==> src/rtl/core/pulse_peak_rate_detector_defines.svh <==
// assertion macros for the pulse peak rate detector
// no dependencies; taken in by the modules that carry assertions
`ifndef PULSE_PEAK_RATE_DETECTOR_DEFINES_SVH
`define PULSE_PEAK_RATE_DETECTOR_DEFINES_SVH

// consequent checked in the same cycle
`define PPRD_ASSERT_NOW(lbl, clk, rstn, ante, cons, msg) \
    lbl: assert property (@(posedge clk) disable iff (!rstn) (ante) |-> (cons)) \
        else $error(msg);

// consequent checked in the next cycle
`define PPRD_ASSERT_NEXT(lbl, clk, rstn, ante, cons, msg) \
    lbl: assert property (@(posedge clk) disable iff (!rstn) (ante) |=> (cons)) \
        else $error(msg);

`endif

==> src/rtl/core/pprd_pkg.sv <==
// shared constants, types and register codes of the pulse peak rate detector
// no dependencies; used by pprd_front, pprd_back, the top level and the testbench
package pprd_pkg;

    localparam int RING_DEPTH_DEF  = 16;
    localparam int SAMPLE_BITS_DEF = 18;

    localparam int CFG_INDEX_W = 3;
    localparam int CFG_DATA_W  = 18;
    localparam int THRESH_W    = 18;
    localparam int NUMER_W     = 16;
    localparam int RATE_W      = 8;
    localparam int COUNT_W     = 16;
    localparam int TALLY_W     = 4;
    localparam int DELTA_OUT_W = 19;
    localparam int M_TDATA_W   = 32;
    localparam int QUEUE_DEPTH = 2;

    localparam logic [CFG_INDEX_W-1:0] CFG_FINGER_THRESHOLD = CFG_INDEX_W'(0);
    localparam logic [CFG_INDEX_W-1:0] CFG_RISE_THRESHOLD   = CFG_INDEX_W'(1);
    localparam logic [CFG_INDEX_W-1:0] CFG_FALL_THRESHOLD   = CFG_INDEX_W'(2);
    localparam logic [CFG_INDEX_W-1:0] CFG_RATE_NUMERATOR   = CFG_INDEX_W'(3);
    localparam logic [CFG_INDEX_W-1:0] CFG_RATE_LOW         = CFG_INDEX_W'(4);
    localparam logic [CFG_INDEX_W-1:0] CFG_RATE_HIGH        = CFG_INDEX_W'(5);

    localparam logic [THRESH_W-1:0] FINGER_THRESHOLD_RST = THRESH_W'(50000);
    localparam logic [THRESH_W-1:0] RISE_THRESHOLD_RST   = THRESH_W'(80);
    localparam logic [THRESH_W-1:0] FALL_THRESHOLD_RST   = THRESH_W'(40);
    localparam logic [NUMER_W-1:0]  RATE_NUMERATOR_RST   = NUMER_W'(3960);
    localparam logic [RATE_W-1:0]   RATE_LOW_RST         = RATE_W'(40);
    localparam logic [RATE_W-1:0]   RATE_HIGH_RST        = RATE_W'(180);

    localparam logic [TALLY_W-1:0] TALLY_WRAP = TALLY_W'(8);

    typedef enum logic [2:0] {
        BK_IDLE,
        BK_SUM,
        BK_AVG_WAIT,
        BK_PEAK,
        BK_RATE_WAIT,
        BK_EMIT
    } back_state_t;

    typedef struct packed {
        logic valid;
        logic finger;
    } q_head_t;

    typedef struct packed {
        logic [THRESH_W-1:0] rise;
        logic [THRESH_W-1:0] fall;
        logic [NUMER_W-1:0]  numer;
        logic [RATE_W-1:0]   low;
        logic [RATE_W-1:0]   high;
    } back_cfg_t;

endpackage

==> src/rtl/core/pprd_ram.sv <==
// generic single-port-write ram with registered read
// no dependencies
module pprd_ram #(
    parameter int WIDTH = 18,
    parameter int DEPTH = 16,
    localparam int AW = $clog2(DEPTH)
) (
    input  logic             aclk,
    input  logic             we,
    input  logic [AW-1:0]    waddr,
    input  logic [WIDTH-1:0] wdata,
    input  logic [AW-1:0]    raddr,
    output logic [WIDTH-1:0] rdata
);

    logic [WIDTH-1:0] mem_reg [DEPTH];
    logic [WIDTH-1:0] rdata_reg;

    always_ff @(posedge aclk) begin
        if (we) begin
            mem_reg[waddr] <= wdata;
        end
        rdata_reg <= mem_reg[raddr];
    end

    assign rdata = rdata_reg;

endmodule

==> src/rtl/core/pprd_div.sv <==
// serial restoring divider, one quotient bit per cycle
// no package dependencies; used by the back end
module pprd_div #(
    parameter int DIVIDEND_W = 22,
    parameter int DIVISOR_W  = 16,
    localparam int STEP_W = $clog2(DIVIDEND_W + 1)
) (
    input  logic                  aclk,
    input  logic                  aresetn,
    input  logic                  start,
    input  logic [DIVIDEND_W-1:0] dividend,
    input  logic [DIVISOR_W-1:0]  divisor,
    input  logic [STEP_W-1:0]     steps,
    output logic                  busy,
    output logic [DIVIDEND_W-1:0] quotient
);

    logic [DIVIDEND_W-1:0] quo_reg;
    logic [DIVISOR_W-1:0]  rem_reg;
    logic [DIVISOR_W-1:0]  dsr_reg;
    logic [STEP_W-1:0]     cnt_reg;
    logic                  busy_reg;

    logic [DIVISOR_W:0]   trial;
    logic [DIVISOR_W:0]   diff;
    logic                 fits;
    logic [DIVISOR_W-1:0] rem_next;

    always_comb begin
        trial    = {rem_reg, quo_reg[DIVIDEND_W-1]};
        diff     = trial - {1'b0, dsr_reg};
        fits     = trial >= {1'b0, dsr_reg};
        rem_next = fits ? diff[DIVISOR_W-1:0] : trial[DIVISOR_W-1:0];
    end

    always_ff @(posedge aclk) begin
        if (!aresetn) begin
            busy_reg <= 1'b0;
            cnt_reg  <= '0;
        end else if (start) begin
            busy_reg <= 1'b1;
            cnt_reg  <= steps;
        end else if (busy_reg) begin
            cnt_reg <= cnt_reg - 1'b1;
            if (cnt_reg == STEP_W'(1)) begin
                busy_reg <= 1'b0;
            end
        end
    end

    always_ff @(posedge aclk) begin
        if (start) begin
            quo_reg <= dividend;
            rem_reg <= '0;
            dsr_reg <= divisor;
        end else if (busy_reg) begin
            quo_reg <= {quo_reg[DIVIDEND_W-2:0], fits};
            rem_reg <= rem_next;
        end
    end

    assign busy     = busy_reg;
    assign quotient = quo_reg;

endmodule

==> src/rtl/core/pprd_front.sv <==
// front end: takes sample words, flags finger presence, queues them for the back end
// depends on pprd_pkg
module pprd_front #(
    parameter int SAMPLE_BITS = pprd_pkg::SAMPLE_BITS_DEF,
    parameter int S_TDATA_W   = 24
) (
    input  logic                          aclk,
    input  logic                          aresetn,
    input  logic                          s_tvalid,
    output logic                          s_tready,
    input  logic [S_TDATA_W-1:0]          s_tdata,
    input  logic [pprd_pkg::THRESH_W-1:0] finger_threshold,
    output pprd_pkg::q_head_t             q_head,
    output logic [SAMPLE_BITS-1:0]        q_sample,
    input  logic                          q_pop
);

    localparam int CMP_W  = (SAMPLE_BITS > pprd_pkg::THRESH_W) ? SAMPLE_BITS
                                                                : pprd_pkg::THRESH_W;
    localparam int QPTR_W = $clog2(pprd_pkg::QUEUE_DEPTH);
    localparam int QCNT_W = $clog2(pprd_pkg::QUEUE_DEPTH + 1);

    logic [SAMPLE_BITS-1:0] smp_reg [pprd_pkg::QUEUE_DEPTH];
    logic                   fin_reg [pprd_pkg::QUEUE_DEPTH];
    logic [QPTR_W-1:0]      wr_ptr_reg;
    logic [QPTR_W-1:0]      rd_ptr_reg;
    logic [QCNT_W-1:0]      count_reg;

    logic [SAMPLE_BITS-1:0] sample;
    logic                   finger;
    logic                   push;

    always_comb begin
        sample   = s_tdata[SAMPLE_BITS-1:0];
        finger   = CMP_W'(sample) > CMP_W'(finger_threshold);
        s_tready = count_reg != QCNT_W'(pprd_pkg::QUEUE_DEPTH);
        push     = s_tvalid && s_tready;
    end

    always_ff @(posedge aclk) begin
        if (!aresetn) begin
            wr_ptr_reg <= '0;
            rd_ptr_reg <= '0;
            count_reg  <= '0;
        end else begin
            if (push) begin
                wr_ptr_reg <= (wr_ptr_reg == QPTR_W'(pprd_pkg::QUEUE_DEPTH - 1)) ? '0
                                                                                 : wr_ptr_reg + 1'b1;
            end
            if (q_pop) begin
                rd_ptr_reg <= (rd_ptr_reg == QPTR_W'(pprd_pkg::QUEUE_DEPTH - 1)) ? '0
                                                                                 : rd_ptr_reg + 1'b1;
            end
            if (push && !q_pop) begin
                count_reg <= count_reg + 1'b1;
            end else if (!push && q_pop) begin
                count_reg <= count_reg - 1'b1;
            end
        end
    end

    always_ff @(posedge aclk) begin
        if (push) begin
            smp_reg[wr_ptr_reg] <= sample;
            fin_reg[wr_ptr_reg] <= finger;
        end
    end

    assign q_head.valid  = count_reg != '0;
    assign q_head.finger = fin_reg[rd_ptr_reg];
    assign q_sample      = smp_reg[rd_ptr_reg];

endmodule

==> src/rtl/core/pprd_back.sv <==
// back end: ring average, peak hysteresis, rate division and result register
// depends on pprd_pkg, pprd_ram, pprd_div and the assertion macro header
`include "pulse_peak_rate_detector_defines.svh"

module pprd_back #(
    parameter int RING_DEPTH  = pprd_pkg::RING_DEPTH_DEF,
    parameter int SAMPLE_BITS = pprd_pkg::SAMPLE_BITS_DEF
) (
    input  logic                           aclk,
    input  logic                           aresetn,
    input  pprd_pkg::q_head_t              q_head,
    input  logic [SAMPLE_BITS-1:0]         q_sample,
    output logic                           q_pop,
    input  pprd_pkg::back_cfg_t            cfg,
    output logic                           m_tvalid,
    input  logic                           m_tready,
    output logic [pprd_pkg::M_TDATA_W-1:0] m_tdata,
    output logic                           m_tuser
);

    localparam int SLOT_W  = $clog2(RING_DEPTH);
    localparam int SUM_W   = SAMPLE_BITS + SLOT_W;
    localparam int STEP_W  = $clog2(pprd_pkg::NUMER_W + 1);
    localparam bit IS_POW2 = (1 << SLOT_W) == RING_DEPTH;
    localparam int CW      = ((SAMPLE_BITS > pprd_pkg::THRESH_W) ? SAMPLE_BITS
                                                                 : pprd_pkg::THRESH_W) + 2;
    localparam int COUNT_W = pprd_pkg::COUNT_W;
    localparam int TALLY_W = pprd_pkg::TALLY_W;
    localparam int RATE_W  = pprd_pkg::RATE_W;
    localparam int NUMER_W = pprd_pkg::NUMER_W;
    localparam int DOUT_W  = pprd_pkg::DELTA_OUT_W;

    // average by reciprocal multiplication, most significant 16-bit chunk first
    localparam int CHUNK_W = 16;
    localparam int RECIP_W = ((SUM_W + 2 + CHUNK_W - 1) / CHUNK_W) * CHUNK_W;
    localparam int NCHUNK  = RECIP_W / CHUNK_W;
    localparam int MCNT_W  = (NCHUNK > 1) ? $clog2(NCHUNK) : 1;
    localparam int PROD_W  = SUM_W + RECIP_W;
    localparam int PART_W  = SUM_W + CHUNK_W;
    localparam logic [63:0] RECIP_FULL = ((64'd1 << (SUM_W + SLOT_W)) + 64'(RING_DEPTH - 1))
                                         / 64'(RING_DEPTH);
    localparam logic [RECIP_W-1:0] RECIP = RECIP_W'(RECIP_FULL);

    pprd_pkg::back_state_t state_reg, state_next;

    logic [SAMPLE_BITS-1:0] sample_reg;
    logic                   fin_reg;
    logic [DOUT_W-1:0]      delta_reg;
    logic [SLOT_W-1:0]      slot_reg;
    logic [SUM_W-1:0]       sum_reg;
    logic [SAMPLE_BITS-1:0] prev_avg_reg;
    logic [RATE_W-1:0]      held_reg;
    logic [COUNT_W-1:0]     ssp_reg;
    logic                   inside_reg;
    logic [TALLY_W-1:0]     tally_reg;
    logic [RING_DEPTH-1:0]  valid_reg;
    logic                   m_tvalid_reg;
    logic [RATE_W-1:0]      m_rate_reg;
    logic [DOUT_W-1:0]      m_delta_reg;
    logic                   m_fin_reg;
    logic [MCNT_W-1:0]      mcnt_reg;
    logic [PROD_W-1:0]      prod_reg;

    logic [SAMPLE_BITS-1:0] ram_rdata;
    logic                   ram_we;
    logic [SAMPLE_BITS-1:0] old_sample;
    logic [SUM_W-1:0]       sum_upd;
    logic [CHUNK_W-1:0]     recip_chunk;
    logic [PART_W-1:0]      prod_part;
    logic [PROD_W-1:0]      prod_next;
    logic [SAMPLE_BITS-1:0] avg;
    logic signed [CW-1:0]   delta;
    logic signed [CW-1:0]   rise_s;
    logic signed [CW-1:0]   fall_neg;
    logic                   peak_start;
    logic                   peak_end;
    logic [TALLY_W-1:0]     tally_inc;
    logic [NUMER_W-1:0]     rate;
    logic                   in_band;
    logic                   m_load;

    logic               div_start;
    logic               div_busy;
    logic [NUMER_W-1:0] div_dividend;
    logic [COUNT_W-1:0] div_divisor;
    logic [STEP_W-1:0]  div_steps;
    logic [NUMER_W-1:0] div_quo;

    pprd_ram #(
        .WIDTH (SAMPLE_BITS),
        .DEPTH (RING_DEPTH)
    ) u_ring (
        .aclk  (aclk),
        .we    (ram_we),
        .waddr (slot_reg),
        .wdata (sample_reg),
        .raddr (slot_reg),
        .rdata (ram_rdata)
    );

    pprd_div #(
        .DIVIDEND_W (NUMER_W),
        .DIVISOR_W  (COUNT_W)
    ) u_div (
        .aclk     (aclk),
        .aresetn  (aresetn),
        .start    (div_start),
        .dividend (div_dividend),
        .divisor  (div_divisor),
        .steps    (div_steps),
        .busy     (div_busy),
        .quotient (div_quo)
    );

    // datapath
    always_comb begin
        ram_we      = state_reg == pprd_pkg::BK_SUM;
        old_sample  = valid_reg[slot_reg] ? ram_rdata : '0;
        sum_upd     = sum_reg - SUM_W'(old_sample) + SUM_W'(sample_reg);
        recip_chunk = CHUNK_W'(RECIP >> {mcnt_reg, 4'b0000});
        prod_part   = PART_W'(sum_reg) * PART_W'(recip_chunk);
        prod_next   = {prod_reg[PROD_W-CHUNK_W-1:0], {CHUNK_W{1'b0}}} + PROD_W'(prod_part);
        if (IS_POW2) begin
            avg = SAMPLE_BITS'(sum_reg >> SLOT_W);
        end else begin
            avg = SAMPLE_BITS'(prod_reg >> (SUM_W + SLOT_W));
        end
        delta        = signed'(CW'(prev_avg_reg)) - signed'(CW'(avg));
        rise_s       = signed'(CW'(cfg.rise));
        fall_neg     = -signed'(CW'(cfg.fall));
        peak_start   = (delta > rise_s) && !inside_reg;
        peak_end     = delta < fall_neg;
        tally_inc    = tally_reg + 1'b1;
        rate         = div_quo;
        in_band      = (rate >= NUMER_W'(cfg.low)) && (rate <= NUMER_W'(cfg.high));
        div_dividend = cfg.numer;
        div_divisor  = ssp_reg;
        div_steps    = STEP_W'(NUMER_W);
    end

    // sequencer
    always_comb begin
        state_next = state_reg;
        q_pop      = 1'b0;
        div_start  = 1'b0;
        m_load     = 1'b0;
        case (state_reg)
            pprd_pkg::BK_IDLE: begin
                if (q_head.valid) begin
                    q_pop      = 1'b1;
                    state_next = q_head.finger ? pprd_pkg::BK_SUM : pprd_pkg::BK_EMIT;
                end
            end
            pprd_pkg::BK_SUM: begin
                if (IS_POW2) begin
                    state_next = pprd_pkg::BK_PEAK;
                end else begin
                    state_next = pprd_pkg::BK_AVG_WAIT;
                end
            end
            pprd_pkg::BK_AVG_WAIT: begin
                if (mcnt_reg == '0) begin
                    state_next = pprd_pkg::BK_PEAK;
                end
            end
            pprd_pkg::BK_PEAK: begin
                if (peak_start && tally_inc >= TALLY_W'(2)) begin
                    div_start  = 1'b1;
                    state_next = pprd_pkg::BK_RATE_WAIT;
                end else begin
                    state_next = pprd_pkg::BK_EMIT;
                end
            end
            pprd_pkg::BK_RATE_WAIT: begin
                if (!div_busy) begin
                    state_next = pprd_pkg::BK_EMIT;
                end
            end
            pprd_pkg::BK_EMIT: begin
                if (!m_tvalid_reg || m_tready) begin
                    m_load     = 1'b1;
                    state_next = pprd_pkg::BK_IDLE;
                end
            end
            default: begin
                state_next = pprd_pkg::BK_IDLE;
            end
        endcase
    end

    always_ff @(posedge aclk) begin
        if (!aresetn) begin
            state_reg    <= pprd_pkg::BK_IDLE;
            slot_reg     <= '0;
            sum_reg      <= '0;
            prev_avg_reg <= '0;
            held_reg     <= '0;
            ssp_reg      <= '0;
            inside_reg   <= 1'b0;
            tally_reg    <= '0;
            valid_reg    <= '0;
            m_tvalid_reg <= 1'b0;
        end else begin
            state_reg <= state_next;
            if (m_load) begin
                m_tvalid_reg <= 1'b1;
            end else if (m_tready) begin
                m_tvalid_reg <= 1'b0;
            end
            case (state_reg)
                pprd_pkg::BK_IDLE: begin
                    // no finger: back to the reset picture
                    if (q_pop && !q_head.finger) begin
                        slot_reg     <= '0;
                        sum_reg      <= '0;
                        prev_avg_reg <= '0;
                        held_reg     <= '0;
                        ssp_reg      <= '0;
                        inside_reg   <= 1'b0;
                        tally_reg    <= '0;
                        valid_reg    <= '0;
                    end
                end
                pprd_pkg::BK_SUM: begin
                    sum_reg             <= sum_upd;
                    valid_reg[slot_reg] <= 1'b1;
                    slot_reg <= (slot_reg == SLOT_W'(RING_DEPTH - 1)) ? '0 : slot_reg + 1'b1;
                    if (ssp_reg != '1) begin
                        ssp_reg <= ssp_reg + 1'b1;
                    end
                end
                pprd_pkg::BK_PEAK: begin
                    prev_avg_reg <= avg;
                    if (peak_start) begin
                        inside_reg <= 1'b1;
                        ssp_reg    <= '0;
                        tally_reg  <= (tally_inc > pprd_pkg::TALLY_WRAP) ? TALLY_W'(1)
                                                                        : tally_inc;
                    end else if (peak_end) begin
                        inside_reg <= 1'b0;
                    end
                end
                pprd_pkg::BK_RATE_WAIT: begin
                    if (!div_busy && in_band) begin
                        held_reg <= rate[RATE_W-1:0];
                    end
                end
                default: begin
                end
            endcase
        end
    end

    always_ff @(posedge aclk) begin
        if (q_pop) begin
            sample_reg <= q_sample;
            fin_reg    <= q_head.finger;
            delta_reg  <= '0;
        end
        if (state_reg == pprd_pkg::BK_SUM) begin
            prod_reg <= '0;
            mcnt_reg <= MCNT_W'(NCHUNK - 1);
        end
        if (state_reg == pprd_pkg::BK_AVG_WAIT) begin
            prod_reg <= prod_next;
            mcnt_reg <= mcnt_reg - 1'b1;
        end
        if (state_reg == pprd_pkg::BK_PEAK) begin
            delta_reg <= delta[DOUT_W-1:0];
        end
        if (m_load) begin
            m_rate_reg  <= held_reg;
            m_delta_reg <= delta_reg;
            m_fin_reg   <= fin_reg;
        end
    end

    assign m_tvalid = m_tvalid_reg;
    assign m_tdata  = pprd_pkg::M_TDATA_W'({m_delta_reg, m_rate_reg});
    assign m_tuser  = m_fin_reg;

    `PPRD_ASSERT_NEXT(a_clear_on_no_finger, aclk, aresetn, (state_reg == pprd_pkg::BK_IDLE && q_pop && !q_head.finger), (held_reg == '0 && tally_reg == '0 && !inside_reg && valid_reg == '0), "no-finger word did not clear state")
    `PPRD_ASSERT_NOW(a_div_free_at_start, aclk, aresetn, div_start, !div_busy, "divider started while busy")
    `PPRD_ASSERT_NOW(a_pop_needs_word, aclk, aresetn, q_pop, (q_head.valid && state_reg == pprd_pkg::BK_IDLE), "queue popped without a waiting word")
    `PPRD_ASSERT_NEXT(a_tally_wrap, aclk, aresetn, (state_reg == pprd_pkg::BK_PEAK && peak_start && tally_reg == pprd_pkg::TALLY_WRAP), (tally_reg == TALLY_W'(1)), "peak tally did not wrap to one")

endmodule

==> src/rtl/core/pulse_peak_rate_detector.sv <==
// Optical pulse-rate detector: one infrared sample word in, one result word out. The front end
// flags finger presence and queues up to two words; the back end keeps a ring average, finds
// peaks with hysteresis on the average delta, and divides the rate numerator by the samples
// between peaks. A word with a finger passes the back end's idle, sum, peak and emit states when
// RING_DEPTH is a power of two; other depths add an averaging wait state that forms the average
// by a reciprocal multiplication taken 16 bits per cycle. A word that starts the second or later
// peak adds a rate wait state for the serial rate quotient. A word without a finger passes only
// the idle and emit states and clears the ring at once through per-entry valid bits, so no
// clearing pass follows reset. A stalled result port holds the back end in its emit state.
// depends on pprd_pkg, pprd_front, pprd_back
module pulse_peak_rate_detector #(
    parameter int RING_DEPTH  = pprd_pkg::RING_DEPTH_DEF,
    parameter int SAMPLE_BITS = pprd_pkg::SAMPLE_BITS_DEF,
    localparam int S_TDATA_W = ((SAMPLE_BITS + 7) / 8) * 8
) (
    input  logic                             aclk,
    input  logic                             aresetn,
    input  logic                             s_tvalid,
    output logic                             s_tready,
    input  logic [S_TDATA_W-1:0]             s_tdata,   // ir_sample
    output logic                             m_tvalid,
    input  logic                             m_tready,
    output logic [pprd_pkg::M_TDATA_W-1:0]   m_tdata,   // heart_rate, average_delta
    output logic                             m_tuser,   // finger_present
    input  logic                             cfg_we,
    input  logic [pprd_pkg::CFG_INDEX_W-1:0] cfg_index,
    input  logic [pprd_pkg::CFG_DATA_W-1:0]  cfg_wdata
);

    logic [pprd_pkg::THRESH_W-1:0] finger_thr_reg;
    logic [pprd_pkg::THRESH_W-1:0] rise_thr_reg;
    logic [pprd_pkg::THRESH_W-1:0] fall_thr_reg;
    logic [pprd_pkg::NUMER_W-1:0]  numer_reg;
    logic [pprd_pkg::RATE_W-1:0]   rate_low_reg;
    logic [pprd_pkg::RATE_W-1:0]   rate_high_reg;

    pprd_pkg::back_cfg_t    back_cfg;
    pprd_pkg::q_head_t      q_head;
    logic [SAMPLE_BITS-1:0] q_sample;
    logic                   q_pop;

    always_ff @(posedge aclk) begin
        if (!aresetn) begin
            finger_thr_reg <= pprd_pkg::FINGER_THRESHOLD_RST;
            rise_thr_reg   <= pprd_pkg::RISE_THRESHOLD_RST;
            fall_thr_reg   <= pprd_pkg::FALL_THRESHOLD_RST;
            numer_reg      <= pprd_pkg::RATE_NUMERATOR_RST;
            rate_low_reg   <= pprd_pkg::RATE_LOW_RST;
            rate_high_reg  <= pprd_pkg::RATE_HIGH_RST;
        end else if (cfg_we) begin
            case (cfg_index)
                pprd_pkg::CFG_FINGER_THRESHOLD: begin
                    finger_thr_reg <= cfg_wdata[pprd_pkg::THRESH_W-1:0];
                end
                pprd_pkg::CFG_RISE_THRESHOLD: begin
                    rise_thr_reg <= cfg_wdata[pprd_pkg::THRESH_W-1:0];
                end
                pprd_pkg::CFG_FALL_THRESHOLD: begin
                    fall_thr_reg <= cfg_wdata[pprd_pkg::THRESH_W-1:0];
                end
                pprd_pkg::CFG_RATE_NUMERATOR: begin
                    numer_reg <= cfg_wdata[pprd_pkg::NUMER_W-1:0];
                end
                pprd_pkg::CFG_RATE_LOW: begin
                    rate_low_reg <= cfg_wdata[pprd_pkg::RATE_W-1:0];
                end
                pprd_pkg::CFG_RATE_HIGH: begin
                    rate_high_reg <= cfg_wdata[pprd_pkg::RATE_W-1:0];
                end
                default: begin
                end
            endcase
        end
    end

    assign back_cfg.rise  = rise_thr_reg;
    assign back_cfg.fall  = fall_thr_reg;
    assign back_cfg.numer = numer_reg;
    assign back_cfg.low   = rate_low_reg;
    assign back_cfg.high  = rate_high_reg;

    pprd_front #(
        .SAMPLE_BITS (SAMPLE_BITS),
        .S_TDATA_W   (S_TDATA_W)
    ) u_front (
        .aclk             (aclk),
        .aresetn          (aresetn),
        .s_tvalid         (s_tvalid),
        .s_tready         (s_tready),
        .s_tdata          (s_tdata),
        .finger_threshold (finger_thr_reg),
        .q_head           (q_head),
        .q_sample         (q_sample),
        .q_pop            (q_pop)
    );

    pprd_back #(
        .RING_DEPTH  (RING_DEPTH),
        .SAMPLE_BITS (SAMPLE_BITS)
    ) u_back (
        .aclk     (aclk),
        .aresetn  (aresetn),
        .q_head   (q_head),
        .q_sample (q_sample),
        .q_pop    (q_pop),
        .cfg      (back_cfg),
        .m_tvalid (m_tvalid),
        .m_tready (m_tready),
        .m_tdata  (m_tdata),
        .m_tuser  (m_tuser)
    );

endmodule

==> config.mk <==
export PLATFORM = sky130hd
export DESIGN_NAME = pulse_peak_rate_detector
export DESIGN_NICKNAME = d
export VERILOG_FILES = /design/src/rtl/core/pprd_pkg.sv /design/src/rtl/core/pprd_ram.sv /design/src/rtl/core/pprd_div.sv /design/src/rtl/core/pprd_front.sv /design/src/rtl/core/pprd_back.sv /design/src/rtl/core/pulse_peak_rate_detector.sv
export VERILOG_INCLUDE_DIRS = /design/src /design/src/rtl/core
export SDC_FILE = /design/constraint.sdc
export NUM_CORES = 1
export LEC_CHECK = 0
export BUFFER_PORTS_ARGS = -buffer_cell sky130_fd_sc_hd__buf_2
export CORE_MARGIN = 5
export CORE_UTILIZATION = 56
export CTS_CLUSTER_DIAMETER = 50
export DETAILED_ROUTE_END_ITERATION = 6
export GPL_ROUTABILITY_DRIVEN = 0
export GPL_TIMING_DRIVEN = 0
export PLACE_DENSITY = 0.76
export SYNTH_ARGS = -nofsm -noshare
export SYNTH_HDL_FRONTEND = slang
export SYNTH_SLANG_ARGS = --single-unit
==> constraint.sdc <==
create_clock -name aclk -period 4.8 [get_ports aclk]
set_clock_uncertainty 0.1 [all_clocks]
set_input_delay 0.72 -clock aclk [delete_from_list [all_inputs] [get_ports aclk]]
set_output_delay 0.72 -clock aclk [all_outputs]
set_load 0.005 [all_outputs]
== Word-level counts from Yosys, hierarchy flattened ==
Memory sizes are Yosys's and may differ from the RTL's. A register that Yosys moved wholly into a read port is not among the register bits.
Cells that the tools add are included.

* Muxes and demuxes: 64
* Order comparisons: 10
* Reduce and logical (&&, ||, !) cells: 42
* $add $sub $neg: 14
* Bitwise gates (word level): 2
* Eq/ne operators: 23

{| class="wikitable"
|+ Operator list
! kind !! number
|-
| $mux 16 || 6
|-
| $pmux 16 s3 || 1
|-
| $pmux 22 s2 || 1
|-
| $mux 19 || 2
|-
| $mux 18 || 2
|-
| $pmux 18 s2 || 1
|-
| $pmux 16 s2 || 1
|-
| $mux 1 || 27
|-
| $add 22x18->22 || 1
|-
| $mux 22 || 1
|-
| $sub 22x18->22 || 1
|-
| $gt 20x19->1 || 1
|-
| $lt 20x20->1 || 1
|-
| $neg 18->20 || 1
|-
| $sub 18x18->19 || 1
|-
| $gt 18x18->1 || 1
|-
| $pmux 3 s6 || 1
|-
| $reduce_bool 2->1 || 9
|-
| $ge 17x16->1 || 1
|-
| $add 16x1->16 const B || 1
|-
| $ge 16x8->1 || 1
|-
| $le 16x8->1 || 1
|-
| $mux 4 || 4
|-
| $mux 8 || 2
|-
| other kinds (39) || 86
|}

* Bits of input ports: 50
* Register bits after elaboration: 286
* Logic and storage cells: 189
* Memories kept: 3
* Bits in writable memories: 326

{| class="wikitable"
|+ Memories
! memory !! words !! bits a word !! rd ports !! clocked after memory_dff !! wr ports !! RTL line !! source
|-
| u_back.u_ring.mem_reg || 16 || 18 || 1 || 1 || 1 || pprd_ram.sv:16 || <nowiki>logic [WIDTH-1:0] mem_reg [DEPTH];</nowiki>
|-
| u_front.smp_reg || 2 || 18 || 1 || 1 || 1 || pprd_front.sv:23 || <nowiki>logic [SAMPLE_BITS-1:0] smp_reg [pprd_pkg::QUEUE_DEPTH];</nowiki>
|-
| u_front.fin_reg || 2 || 1 || 1 || 1 || 1 || pprd_front.sv:24 || <nowiki>logic fin_reg [pprd_pkg::QUEUE_DEPTH];</nowiki>
|}

== Logic depth before layout (Yosys ltp) ==
Gate-level depths: netlist of run 1.

* Word-level depth: 7
* Mapped depth: 23
* Depth with buffers taken out: 22

== Hierarchy ==
A second synthesis of run 1 with hierarchy kept.

* Cells, all modules: 2420
* Area, all modules: 30541.8 sq um

{| class="wikitable"
|+ By module, submodules not included
! module !! sequential area each (sq um) !! cells an instance !! instances !! area an instance (sq um)
|-
| pprd_ram || 9008.6 || 482 || 1 || 11322.1
|-
| pprd_back || 3873.7 || 1165 || 1 || 10682.7
|-
| pulse_peak_rate_detector || 1721.7 || 324 || 1 || 3344.5
|-
| pprd_div || 1401.3 || 300 || 1 || 3121.7
|-
| pprd_front || 1241.2 || 149 || 1 || 2070.7
|}

== Worst setup path before layout of run 1 ==
OpenSTA, ideal clock, no wires.

* Kind: reg2reg
* From: register u_back.slot_reg[0]
* To: register u_back.sum_reg[20]
* Stages on the path, launching flop included: 19
* Arrival time: 4.828 ns
* Path buffers: 1
* Path slack: -0.250 ns
* Cell sequence: dfxtp_1 clkbuf_1 mux4_2 mux4_2 and2_1 fa_1 inv_1 fa_1 a21o_1 a21o_1 a21oi_1 o21ai_0 a21oi_1 o21ai_0 a2111oi_0 o41ai_1 a31oi_1 xor2_1 o21ai_0

* Word-level cells in the longest chain between the ends: 6

{| class="wikitable"
|+ Ends and longest elaborated chain
! item !! RTL line !! source
|-
| from (decl) || pprd_back.sv:49 || <nowiki>logic [SLOT_W-1:0] slot_reg;</nowiki>
|-
| from (signal assigned) || pprd_back.sv:227 || <nowiki>slot_reg <= (slot_reg == SLOT_W'(RING_DEPTH - 1)) ? '0 : slot_reg + 1'b1;</nowiki>
|-
| $bmux 1 s4 || pprd_back.sv:118 || <nowiki>old_sample = valid_reg[slot_reg] ? ram_rdata : '0;</nowiki>
|-
| $mux 1 (not written as such) || pprd_back.sv:118 ||
|-
| $mux 18 || pprd_back.sv:118 ||
|-
| $sub 22x18->22 || pprd_back.sv:119 || <nowiki>sum_upd = sum_reg - SUM_W'(old_sample) + SUM_W'(sample_reg);</nowiki>
|-
| $add 22x18->22 || pprd_back.sv:119 ||
|-
| $pmux 22 s2 || pprd_back.sv:210 || <nowiki>case (state_reg)</nowiki>
|-
| to (signal assigned) || pprd_back.sv:225 || <nowiki>sum_reg <= sum_upd;</nowiki>
|-
| to (decl) || pprd_back.sv:50 || <nowiki>logic [SUM_W-1:0] sum_reg;</nowiki>
|}

No other way between the ends. The select of a mux whose other input is x is not followed.
A chain may end at the register's enable or synchronous reset.

== Worst setup path after layout of run 1 ==
* From: register u_back.sum_reg[8]
* To: register u_back.u_div.quo_reg[14], in the netlist u_back.u_div.quotient[14] (data pin)

* Word-level cells in the longest chain between the ends: 7

{| class="wikitable"
|+ Ends and longest elaborated chain
! item !! RTL line !! source
|-
| $sub 18x18->19 || pprd_back.sv:128 || <nowiki>delta = signed'(CW'(prev_avg_reg)) - signed'(CW'(avg));</nowiki>
|-
| via u_back.delta[11] || pprd_back.sv:72 || <nowiki>logic signed [CW-1:0] delta;</nowiki>
|-
| $gt 20x19->1 || pprd_back.sv:131 || <nowiki>peak_start = (delta > rise_s) && !inside_reg;</nowiki>
|-
| $logic_and 1x1->1 || pprd_back.sv:131 ||
|-
| $logic_and 1x1->1 || pprd_back.sv:167 || <nowiki>if (peak_start && tally_inc >= TALLY_W'(2)) begin</nowiki>
|-
| $mux 1 || pprd_back.sv:167 ||
|-
| $mux 1 || pprd_back.sv:147 || <nowiki>case (state_reg)</nowiki>
|-
| $mux 16 || pprd_div.sv:52 || <nowiki>if (start) begin</nowiki>
|-
| to (signal assigned) || pprd_div.sv:53 || <nowiki>quo_reg <= dividend;</nowiki>
|-
| to (signal assigned) || pprd_div.sv:57 || <nowiki>quo_reg <= {quo_reg[DIVIDEND_W-2:0], fits};</nowiki>
|-
| to (decl) || pprd_div.sv:18 || <nowiki>logic [DIVIDEND_W-1:0] quo_reg;</nowiki>
|}

The timed path passes the listed nets, and every way through them passes these cells.

==> results.sh, run 1 <==
export IMPL_numPortBuffers=72
export IMPL_place_area_um2=31160
export IMPL_fin_crit_sh_pct=102.4
export IMPL_route_detailed_drc=0
export IMPL_cts_sinks=649
export IMPL_finalSetupViolCount=43
export IMPL_vias=20380
export IMPL_wirelength_mm=79.23
export IMPL_grt_pass1_wl_mm=119.0
export IMPL_maxCapViolations=0
export IMPL_leakage_uw=0.01256
export IMPL_cts_buffers=71
export IMPL_worstPathArrival_ps=5170
export IMPL_synth_avg_cell_area_um2=12.54
export IMPL_clk_pin_slew_worst_paths_ps=60
export IMPL_async_flop_share_pct=0
export IMPL_largest_register_ffs=288
export IMPL_slew_viol_final=0
export IMPL_finalHoldViolations=0
export IMPL_status="finished with violations"
export IMPL_rows=84
export IMPL_core_um2=52340
export IMPL_synth_area_um2=29510
export IMPL_ant_nets=0
export IMPL_cts_max_level=3
export IMPL_peakVddDrop_uv=518.5
export IMPL_pwr_density_cell_nw_per_um2=584.4
export IMPL_ys_warn_count=0
export IMPL_drt_iter0_drc=2169
export IMPL_grt_overflow=0
export IMPL_rrSetupSlack_ps=-120
export IMPL_wl_per_cell_um=23.90
export IMPL_fmax_ghz=0.2035
export IMPL_die_h_um=239.5
export IMPL_synth_top_flop_cell="edfxtp_1"
export IMPL_min_path_type="input port to flip-flop"
export IMPL_regArea_um2=17250
export IMPL_rsz0062_at_grt="yes"
export IMPL_area_growth_pct=16.63
export IMPL_placed_cells=3138
export IMPL_grt_max_degree=26
export IMPL_layout_drive_gt1_share_pct=19.70
export IMPL_pin_count=85
export IMPL_finalInstanceArea_um2=34410
export IMPL_start_util_pct=56.37
export IMPL_fill_cells=3604
export IMPL_drtPass1Iterations=6
export IMPL_startpoint_type="flip-flop"
export IMPL_worst_slew_pin_slew_ps=1218
export IMPL_grt_use_total_pct=27.30
export IMPL_dp_hpwl_mm=51.77
export IMPL_synth_edf_count=425
export IMPL_ys_seq_area_share_pct=58.45
export IMPL_critical_path_class="flip-flop to flip-flop"
export IMPL_power_uw=20110
export IMPL_clk_latency_ps=620
export IMPL_endpoint_kind="flip-flop"
export IMPL_cts_tree="built"
export IMPL_die_width_um=239.5
export IMPL_via_per_inst=6.146
export IMPL_antenna_found_initial=1
export IMPL_fin_cells=3315
export IMPL_crit_path_max_fanout=7
export IMPL_cp_data_required_time_ps=5050
export IMPL_grt_pass1_vias=20330
export IMPL_final_core_util_pct=65.75
export IMPL_cts_root_buffer="clkbuf_16"
export IMPL_syn_inst=2352
export IMPL_period_needed_ps=4915
export IMPL_dieArea_um2=57380
export IMPL_cts_path_max_buffers=3
export IMPL_worst_slack_ps=-115.2
export IMPL_violations="setup timing"
export IMPL_ys_seq_elements=649
export IMPL_final_nets=2765
export IMPL_relSlewSlack_pct=18.83
export IMPL_ys_types=82
export IMPL_multi_input_area_um2=11730
## cells in the mapped netlist (all sizes together) (3+ instances only)
cell type    n  area share (%)
a211oi      25            0.71
a21boi      52             1.3
a21o        34            0.87
a21oi      110             1.9
a22oi       22            0.56
a31oi        8            0.17
and2        40            0.85
and3        18            0.38
buf         24            0.49
clkbuf      78            0.99
dfxtp      224              15
edfxtp     425              43
fa          20             1.4
ha         127             5.4
inv        177             2.3
maj3         4            0.14
mux2        36             1.4
mux2i        3            0.10
mux4        95             7.3
nand2      256             3.3
nand2b      18            0.38
nand3       59             1.1
nand3b      11            0.28
nand4       16            0.34
nor2       119             1.5
nor2b       15            0.32
nor3        30            0.51
nor3b        6            0.15
nor4         3           0.064
o2111ai      6            0.20
o211ai      22            0.58
o21a        35            0.89
o21ai       70             1.2
o21bai       5            0.13
o31ai       18            0.49
o41ai        4            0.14
or2          9            0.19
or3         15            0.33
or4         14            0.36
xnor2       34             1.0
xor2        33             1.0
## worst max-delay path, cell delays in order (launching register included)
cell	delay (ps)
dfxtp_2	370
inv_4	60
ha_4	240
a21o_4	240
a211oi_4	260
a21o_1	180
o21ai_1	80
a21oi_2	180
buf_4	150
xnor2_2	110
ha_1	330
o211ai_1	100
or4_1	540
maj3_1	360
a21boi_2	190
o211ai_1	250
and2_4	210
nand3_4	160
buf_8	230
mux2_1	300
## metal layers
metal	wire length (um)	vias up	part of all wire, %	GRT usage [%]
met3	6584	244	8.3	4.571
met4	3697	0	4.7	12.12
met5	0	-	0	0
met2	39870	1117	50	47.05
met1	29080	9967	37	34.13
li1	-	9047	-	-
## final timing paths
kind                                               to  depth (start not counted)                          startpoint
setup / recovery  u_back.u_div.quotient[14]$_DFFE_PP_                         19      u_back.sum_reg[8]$_SDFFE_PN0P_
hold / removal       u_front.smp_reg[1][11]$_DFFE_PP_                          1                         s_tdata[11]
setup reg to reg  u_back.u_div.quotient[14]$_DFFE_PP_                         19      u_back.sum_reg[8]$_SDFFE_PN0P_
hold reg to reg      u_back.m_delta_reg[16]$_DFFE_PP_                          0  u_back.delta_reg[16]$_SDFFCE_PN0P_
## through the flow
step                      hold WS (ps)  setup TNS, ps  setup slack (ps)
after detailed placement         304.5         -49710            -863.5
after floorplan                  300.3         -26.87            -26.87
after CTS                        196.4         -5.305            -5.305
after global routing             204.5         -13040            -261.6
after global placement           304.2         -44640            -765.4
final                            219.2          -2328            -115.2
## placed cells by master (no fill, tap or decap), types with 92 or more instances in the layout
cell type and count:
clkbuf_1 92, nor2_1 101, a21oi_1 99, dfxtp_1 220, nand2_1 256, ha_1 114
edfxtp_1 425, inv_1 168, mux4_2 96
## power breakdown
group	total [uW]	internal [uW]	switching [uW]
registers	7370	6850	525
clock network	5420	3130	2290
logic	7320	3210	4110
total	20100	13200	6920
## layout make-up
class,instances,area share [%]
Tap cell,688,2.502
Multi-Input combinational cell,1430,34.09
Inverter,177,1.960
Clock buffer,99,5.828
Clock inverter,31,0.9635
Timing Repair Buffer,139,3.094
Buffer,100,1.403
Sequential cell,649,50.14
Antenna cell,2,0.01454
## cells by family after synthesis
kind of cell | synth area share (%)
mux | 8.727
compound gates | 9.864
simple gates | 10.24
fa+ha+maj | 6.878
flops | 58.45
xor+xnor | 2.091
buf+inv | 3.736
other cells | 0.01271
## repair_timing
action	4_1_cts	5_1_grt
setup buffers	28	16
gates cloned	2	1
gates resized for setup	78	42
pin swaps	36	34
hold buffers	0	0
endpoints found under the hold margin	0	0
setup endpoints to repair	98	86
Note: power is estimated with default switching activity, not from simulation.
==> inputs of run 2 (changes only) <==
- CORE_MARGIN: 5 -> 4
- CORE_UTILIZATION: 56 -> 60
- PLACE_DENSITY: 0.76 -> 0.77
- clock period: 4.8 -> 5.9 ns (I/O delays scaled with it)
==> run 2 against run 1 <==
  * Non-clock buffer count is 43 lower
  * Fmax down 15%
  * Critical endpoint is now u_back.sum_reg[20]$_SDFFE_PN0P_
  * Sequential power fell by 19%
  * Sequential share of layout area up 1.2 points
  * The flow finishes with violations (DRC)
  * Combinational power is 30% lower
  * Worst setup slack better by 200 ps
  * Wire length is 2.3% lower
  * First-iteration DRC count is 16% higher
  * Count of clock-buffer cells in the layout grew 2
  * Register-to-register slack gained 200 ps
  * Flip-flop and latch count did not move
==> results.sh, run 2 (synthesis results as in run 1) <==
export IMPL_grt_pass1_vias=20040
export IMPL_antenna_found_initial=1
export IMPL_grt_pass1_wl_mm=118.0
export IMPL_ant_nets=0
export IMPL_placed_cells=3106
export IMPL_wl_per_cell_um=23.89
export IMPL_area_growth_pct=13.79
export IMPL_dieArea_um2=52790
export IMPL_final_core_util_pct=69.74
export IMPL_gr_usage_met2_pct=47.46
export IMPL_rr_worst_depth=18
export IMPL_busiest_layer="met2"
export IMPL_fmax_ghz=0.1721
export IMPL_cts_setup_buffers=0
export IMPL_cts_hold_buf=0
export IMPL_drt_iter0_drc=2514
export IMPL_leakage_uw=0.01225
export IMPL_final_common_cell="edfxtp_1"
export IMPL_final_nets=2721
export IMPL_path_buf_inv=2
export IMPL_violations="DRC"
export IMPL_worstPathArrival_ps=6210
export IMPL_vias=20300
export IMPL_cts_sinks=649
export IMPL_start_util_pct=61.28
export IMPL_grt_overflow=0
export IMPL_pin_count=85
export IMPL_largest_register_ffs=288
export IMPL_fin_crit_sh_pct=98.48
export IMPL_cts_tree="built"
export IMPL_crit_path_max_fanout=9
export IMPL_route_detailed_drc=1
export IMPL_die_h_um=229.8
export IMPL_grtUsageMet1_pct=39.56
export IMPL_via_per_inst=6.264
export IMPL_pwr_density_cell_nw_per_um2=463.1
export IMPL_worst_slew_pin_slew_ps=1159
export IMPL_worst_slack_ps=89.55
export IMPL_period_needed_ps=5810
export IMPL_slowest_stage="mux4_2"
export IMPL_whs_path_depth=0
export IMPL_fill_cells=3163
export IMPL_endpoint_kind="flip-flop"
export IMPL_startpoint_type="flip-flop"
export IMPL_die_width_um=229.8
export IMPL_drtPass1Iterations=7
export IMPL_r2r_end="u_back.sum_reg[20]$_SDFFE_PN0P_"
export IMPL_rrSetupSlack_ps=90
export IMPL_cp_top_family="compound AO/OA/AOI/OAI gates"
export IMPL_worstHoldStart="u_back.delta_reg[3]$_SDFFCE_PN0P_"
export IMPL_cpPeakStageDelay_ps=590
export IMPL_peakVddDrop_uv=333.6
export IMPL_cts_root_buffer="clkbuf_16"
export IMPL_fin_cells=3240
export IMPL_cp_data_required_time_ps=6300
export IMPL_slew_viol_final=0
export IMPL_layout_common_cells="425 x edfxtp_1, 256 x nand2_1, 224 x dfxtp_1"
export IMPL_wirelength_mm=77.41
export IMPL_pre_cts_slack_ps=-78.64
export IMPL_tns_ps=0
export IMPL_maxCapViolations=0
export IMPL_dp_hpwl_mm=51.86
export IMPL_cts_max_level=3
export IMPL_numPortBuffers=72
export IMPL_n_antenna_cell=0
export IMPL_status="finished with violations"
export IMPL_min_path_type="flip-flop to flip-flop"
export IMPL_core_um2=48150
export IMPL_grt_max_degree=29
export IMPL_clk_pin_slew_worst_paths_ps=60
export IMPL_hold_end="u_back.m_delta_reg[3]$_DFFE_PP_"
export IMPL_gr_usage_met3_pct=5.408
export IMPL_cts_path_max_buffers=3
export IMPL_clk_latency_ps=620
export IMPL_cts_buffers=72
export IMPL_critical_path_class="flip-flop to flip-flop"
export IMPL_grt_use_total_pct=29.15
export IMPL_layout_drive_gt1_share_pct=15.48
export IMPL_finalSetupViolCount=0
export IMPL_rows=80
export IMPL_r2r_start="u_back.slot_reg[0]$_SDFFE_PN0P_"
export IMPL_crit_top_cell="o21ai_0"
export IMPL_crit_chain="buf_2, mux4_2, mux4_2, and2_1, fa_1, inv_1, fa_1, a21o_1, a21o_1, a21oi_1, o21ai_0, a21oi_1, o21ai_0, a2111oi_2, o41ai_2, a31oi_1, xor2_1, o21ai_0"
export IMPL_finalHoldViolations=0
export IMPL_relSlewSlack_pct=22.72
run 2: cell types whose count changed in the layout (fill, tap and decap cells not counted), moves of 5 or more:
cell / delta
ha_4: -10
inv_2: -5
inv_1: +7
a21oi_1: +10
ha_1: +13
o21ai_1: -6
clkbuf_1: +7
a21oi_2: -10
buf_8: -6
buf_4: -42
o21ai_0: +9
xnor2_2: -5
xnor2_1: +5
run 2: area by class of cell:
class / instances / area, um^2 / share of cell area [%]
multi-input combinational: 1428 / 11270 / 33.57
inverter: 177 / 664.4 / 1.979
timing repair buffer: 94 / 752.0 / 2.240
tap: 656 / 820.8 / 2.445
clock inverter: 33 / 376.6 / 1.122
clock buffer: 101 / 2003 / 5.966
buffer: 102 / 441.7 / 1.315
sequential: 649 / 17250 / 51.37
run 2: worst max-delay path by stage:
stage / startpoint / to / cells past startpoint
2_1_floorplan: u_back.slot_reg[0]$_SDFFE_PN0P_ / u_back.sum_reg[20]$_SDFFE_PN0P_ / 18
3_3_place_gp: u_back.slot_reg[0]$_SDFFE_PN0P_ / u_back.sum_reg[21]$_SDFFE_PN0P_ / 18
3_5_place_dp: u_back.slot_reg[0]$_SDFFE_PN0P_ / u_back.sum_reg[21]$_SDFFE_PN0P_ / 18
4_1_cts: u_back.slot_reg[0]$_SDFFE_PN0P_ / u_back.sum_reg[21]$_SDFFE_PN0P_ / 18
5_1_grt: u_back.slot_reg[0]$_SDFFE_PN0P_ / u_back.sum_reg[20]$_SDFFE_PN0P_ / 18
6_report: u_back.slot_reg[0]$_SDFFE_PN0P_ / u_back.sum_reg[20]$_SDFFE_PN0P_ / 18
run 2: repair_timing:
| item | 4_1_cts | 5_1_grt |
|---|---|---|
| pin swaps | 0 | 0 |
| cloned | 0 | 0 |
| resized for setup | 1 | 9 |
| setup endpoints to repair | 2 | 46 |
run 2: power by group:
| group | total, uW | switching (uW) | internal (uW) |
|---|---|---|---|
| sequential | 5980 | 416 | 5570 |
| combinational | 5110 | 3050 | 2060 |
| clock | 4460 | 1860 | 2600 |
| total | 15600 | 5330 | 10200 |
run 2: routing by layer:
layer	up-vias	wire, um	share of wire (%)
li1	8954	-	-
met1	10020	30610	40
met2	1090	36800	48
met3	235	6720	8.7
met4	2	3272	4.2
met5	-	13	0.017
run 2: worst reg2reg max path, stage by stage (launching register included):
cell and delay (ps):
dfxtp_1 390, buf_2 260, mux4_2 530, mux4_2 590, and2_1 220, fa_1 470, inv_1 70, fa_1 460
a21o_1 180, a21o_1 190, a21oi_1 270, o21ai_0 230, a21oi_1 240, o21ai_0 210, a2111oi_2 560, o41ai_2 210
a31oi_1 240, xor2_1 170, o21ai_0 100
run 2: metrics by stage:
stage	area, um^2	hold slack (ps)	power [uW]
after detailed placement	31160	309.2	10900
after CTS	33540	323.0	15420
final	33580	321.1	15550
after global routing	33580	322.5	16240
after global placement	30700	304.3	10620
after floorplan	29520	300.3	9427
==> inputs of run 3 (changes only) <==
- ABC_AREA: default -> 1
- GPL_TIMING_DRIVEN: 0 -> default
==> run 3 against run 2 <==
  * The run now ends clean
  * Fmax up 13%
  * Sequential power rose by 3.5%
  * Core utilization down 1.9 points
  * Wire length fell by 1.3%
==> results.sh, run 3 <==
export IMPL_drtPass1Iterations=5
export IMPL_grt_pass1_vias=22950
export IMPL_layout_common_cells="552 x nand2_1, 425 x edfxtp_1, 374 x inv_1"
export IMPL_clk_pin_slew_worst_paths_ps=60
export IMPL_rows=81
export IMPL_synth_top_flop_cell="edfxtp_1"
export IMPL_cp_data_required_time_ps=6250
export IMPL_maxCapViolations=0
export IMPL_worst_slew_pin_slew_ps=1126
export IMPL_yosys_top_cells_area="edfxtp_1 42%, dfxtp_1 15%, nand2_1 6.9%, ha_1 5.3%, nor2_1 4.8%"
export IMPL_whs_path_depth=0
export IMPL_grt_max_degree=80
export IMPL_grt_pass1_wl_mm=120.1
export IMPL_synth_area_mux_share_pct=0
export IMPL_ys_seq_elements=649
export IMPL_tns_ps=0
export IMPL_cts_hold_buf=0
export IMPL_cpPeakStageDelay_ps=700
export IMPL_fill_cells=3660
export IMPL_synth_top_family_by_area="simple AND/OR/NAND/NOR gates"
export IMPL_crit_path_max_fanout=62
export IMPL_yosysTopAreaCellShare_pct=42.31
export IMPL_wirelength_mm=76.42
export IMPL_ys_warn_count=0
export IMPL_synth_compound_area_share_pct=12.08
export IMPL_layout_drive_gt1_share_pct=9.055
export IMPL_vias=23270
export IMPL_regArea_um2=17250
export IMPL_cts_buffers=68
export IMPL_dieArea_um2=53920
export IMPL_cts_setup_buffers=0
export IMPL_hold_end="u_back.m_delta_reg[11]$_DFFE_PP_"
export IMPL_fin_crit_sh_pct=87.07
export IMPL_fmax_ghz=0.1947
export IMPL_crit_chain="inv_4, buf_4, nor2_1, o22ai_1, a221oi_2, buf_4, nor2_1, fa_1, inv_1, ha_1, a21oi_1, o21ai_0, nand4_1, nand3_1, nand2_1, inv_1, nor2_1, inv_1, a21oi_1, or2_2, nand3_1, a21oi_1"
export IMPL_final_common_cell="nand2_1"
export IMPL_worstHoldStart="u_back.delta_reg[11]$_SDFFCE_PN0P_"
export IMPL_status="completed"
export IMPL_numPortBuffers=73
export IMPL_route_detailed_drc=0
export IMPL_cts_sinks=649
export IMPL_synth_area_um2=30160
export IMPL_cts_tree="built"
export IMPL_cts_root_buffer="clkbuf_16"
export IMPL_placed_cells=3843
export IMPL_antenna_found_initial=3
export IMPL_cts_max_level=3
export IMPL_multi_input_area_um2=11000
export IMPL_finalSetupViolCount=0
export IMPL_core_um2=49360
export IMPL_grt_overflow=0
export IMPL_slowest_stage="dfxtp_4"
export IMPL_start_util_pct=61.11
export IMPL_ys_seq_area_share_pct=57.18
export IMPL_fin_cells=3969
export IMPL_largest_register_ffs=288
export IMPL_drt_iter0_drc=2575
export IMPL_synth_common_cells="552 x nand2_1, 425 x edfxtp_1, 382 x nor2_1, 377 x inv_1, 281 x o21ai_0"
export IMPL_critical_path_class="flip-flop to flip-flop"
export IMPL_synth_xor_area_share_pct=1.278
export IMPL_r2r_start="u_back.slot_reg[0]$_SDFFE_PN0P_"
export IMPL_synth_simple_gate_area_share_pct=16.25
export IMPL_async_flop_share_pct=0
export IMPL_die_width_um=232.2
export IMPL_finalHoldViolations=0
export IMPL_leakage_uw=0.01356
export IMPL_clk_latency_ps=600
export IMPL_pin_count=85
export IMPL_pwr_density_cell_nw_per_um2=538.2
export IMPL_dp_hpwl_mm=48.60
export IMPL_slew_viol_final=0
export IMPL_ant_nets=0
export IMPL_syn_inst=3190
export IMPL_die_h_um=232.2
export IMPL_r2r_end="u_back.sum_reg[21]$_SDFFE_PN0P_"
export IMPL_ctsResizeCount=0
export IMPL_cts_path_max_buffers=3
export IMPL_ys_types=59
export IMPL_startpoint_type="flip-flop"
export IMPL_grt_use_total_pct=28.24
export IMPL_rr_worst_depth=22
export IMPL_synth_fa_ha_area_share_pct=6.596
export IMPL_yosysMostFrequentCell="nand2_1"
export IMPL_rrSetupSlack_ps=760
export IMPL_via_per_inst=5.863
export IMPL_peakVddDrop_uv=402.0
export IMPL_relSlewSlack_pct=24.86
export IMPL_worstPathArrival_ps=5480
export IMPL_wl_per_cell_um=19.25
export IMPL_endpoint_kind="flip-flop"
export IMPL_area_growth_pct=10.98
export IMPL_synth_top_cell_by_area="edfxtp_1"
export IMPL_period_needed_ps=5137
export IMPL_final_nets=3446
export IMPL_min_path_type="flip-flop to flip-flop"
export IMPL_rsz0062_at_grt="no"
export IMPL_synth_edf_count=425
export IMPL_synth_avg_cell_area_um2=9.455
## run 3: cell types whose count changed in the layout (fill, tap and decap cells not counted), moves of 47 or more
cell and change:
nand3_1 +58, inv_1 +199, clkbuf_1 -79, a21boi_0 -47, o22ai_1 +74, mux4_2 -95
o21ai_0 +221, nand2_1 +296, nor2_1 +259, a21oi_1 +117
## run 3: layout make-up
class	instances	share of cell area, %
inverter	386	4.343
sequential	649	51.54
clock inverter	27	1.110
tap	664	2.482
multi-input combinational	2034	32.85
timing repair buffer	110	1.921
antenna	3	0.02243
clock buffer	96	5.737
## run 3: worst max-delay path, delay by kind of cell (launching register included)
kind	cells	cell delay [ps]
AND/OR/NAND/NOR	8	1080
adder cells (fa/ha/maj)	2	780
AO/OA/AOI/OAI	6	1150
buffers and inverters	6	1100
flip-flops	1	700
## run 3: how the worst max path moves through the flow
| stage | startpoint | to | slack (ps) |
|---|---|---|---|
| after floorplan | u_back.slot_reg[0]$_SDFFE_PN0P_ | u_back.sum_reg[21]$_SDFFE_PN0P_ | 1560 |
| after global placement | u_back.slot_reg[0]$_SDFFE_PN0P_ | u_back.sum_reg[21]$_SDFFE_PN0P_ | 1060 |
| after detailed placement | u_back.slot_reg[0]$_SDFFE_PN0P_ | u_back.sum_reg[21]$_SDFFE_PN0P_ | 940 |
| after CTS | u_back.slot_reg[0]$_SDFFE_PN0P_ | u_back.sum_reg[21]$_SDFFE_PN0P_ | 930 |
| after global routing | u_back.slot_reg[0]$_SDFFE_PN0P_ | u_back.sum_reg[21]$_SDFFE_PN0P_ | 430 |
| final | u_back.slot_reg[0]$_SDFFE_PN0P_ | u_back.sum_reg[21]$_SDFFE_PN0P_ | 760 |
## run 3: cell families after synthesis
family,after synthesis
other cells,1
fa+ha+maj,147
flops,649
xor+xnor,44
buf+inv,511
simple gates,1175
compound gates,663
## run 3: metal layers
metal / wire [um] / vias up / global-route usage, % / part of all wire, %
met4: 2919 / 0 / 12.01 / 3.8
met3: 7271 / 225 / 5.066 / 9.5
met1: 29930 / 11040 / 37.37 / 39
met2: 36300 / 1102 / 46.21 / 47
li1: - / 10910 / - / -
met5: 0 / - / 0 / 0
## run 3: stage by stage
step                      hold slack, ps  total power (uW)  cell area [um^2]  utilization [%]  setup slack, ps
final                              314.9             18010             33470            67.82            762.9
after global routing               317.0             19180             33470            67.81            433.0
after CTS                          315.1             17880             33470            67.81            928.8
after detailed placement           304.5             13440             31170            63.16            938.4
after global placement             300.9             13130             31170            63.16             1063
after floorplan                    300.3             11430             30180                -             1556
## run 3: report_power, final
part,total [uW],switching [uW],internal (uW)
logic,7420,4990,2430
registers,6190,529,5660
clock network,4400,1770,2640
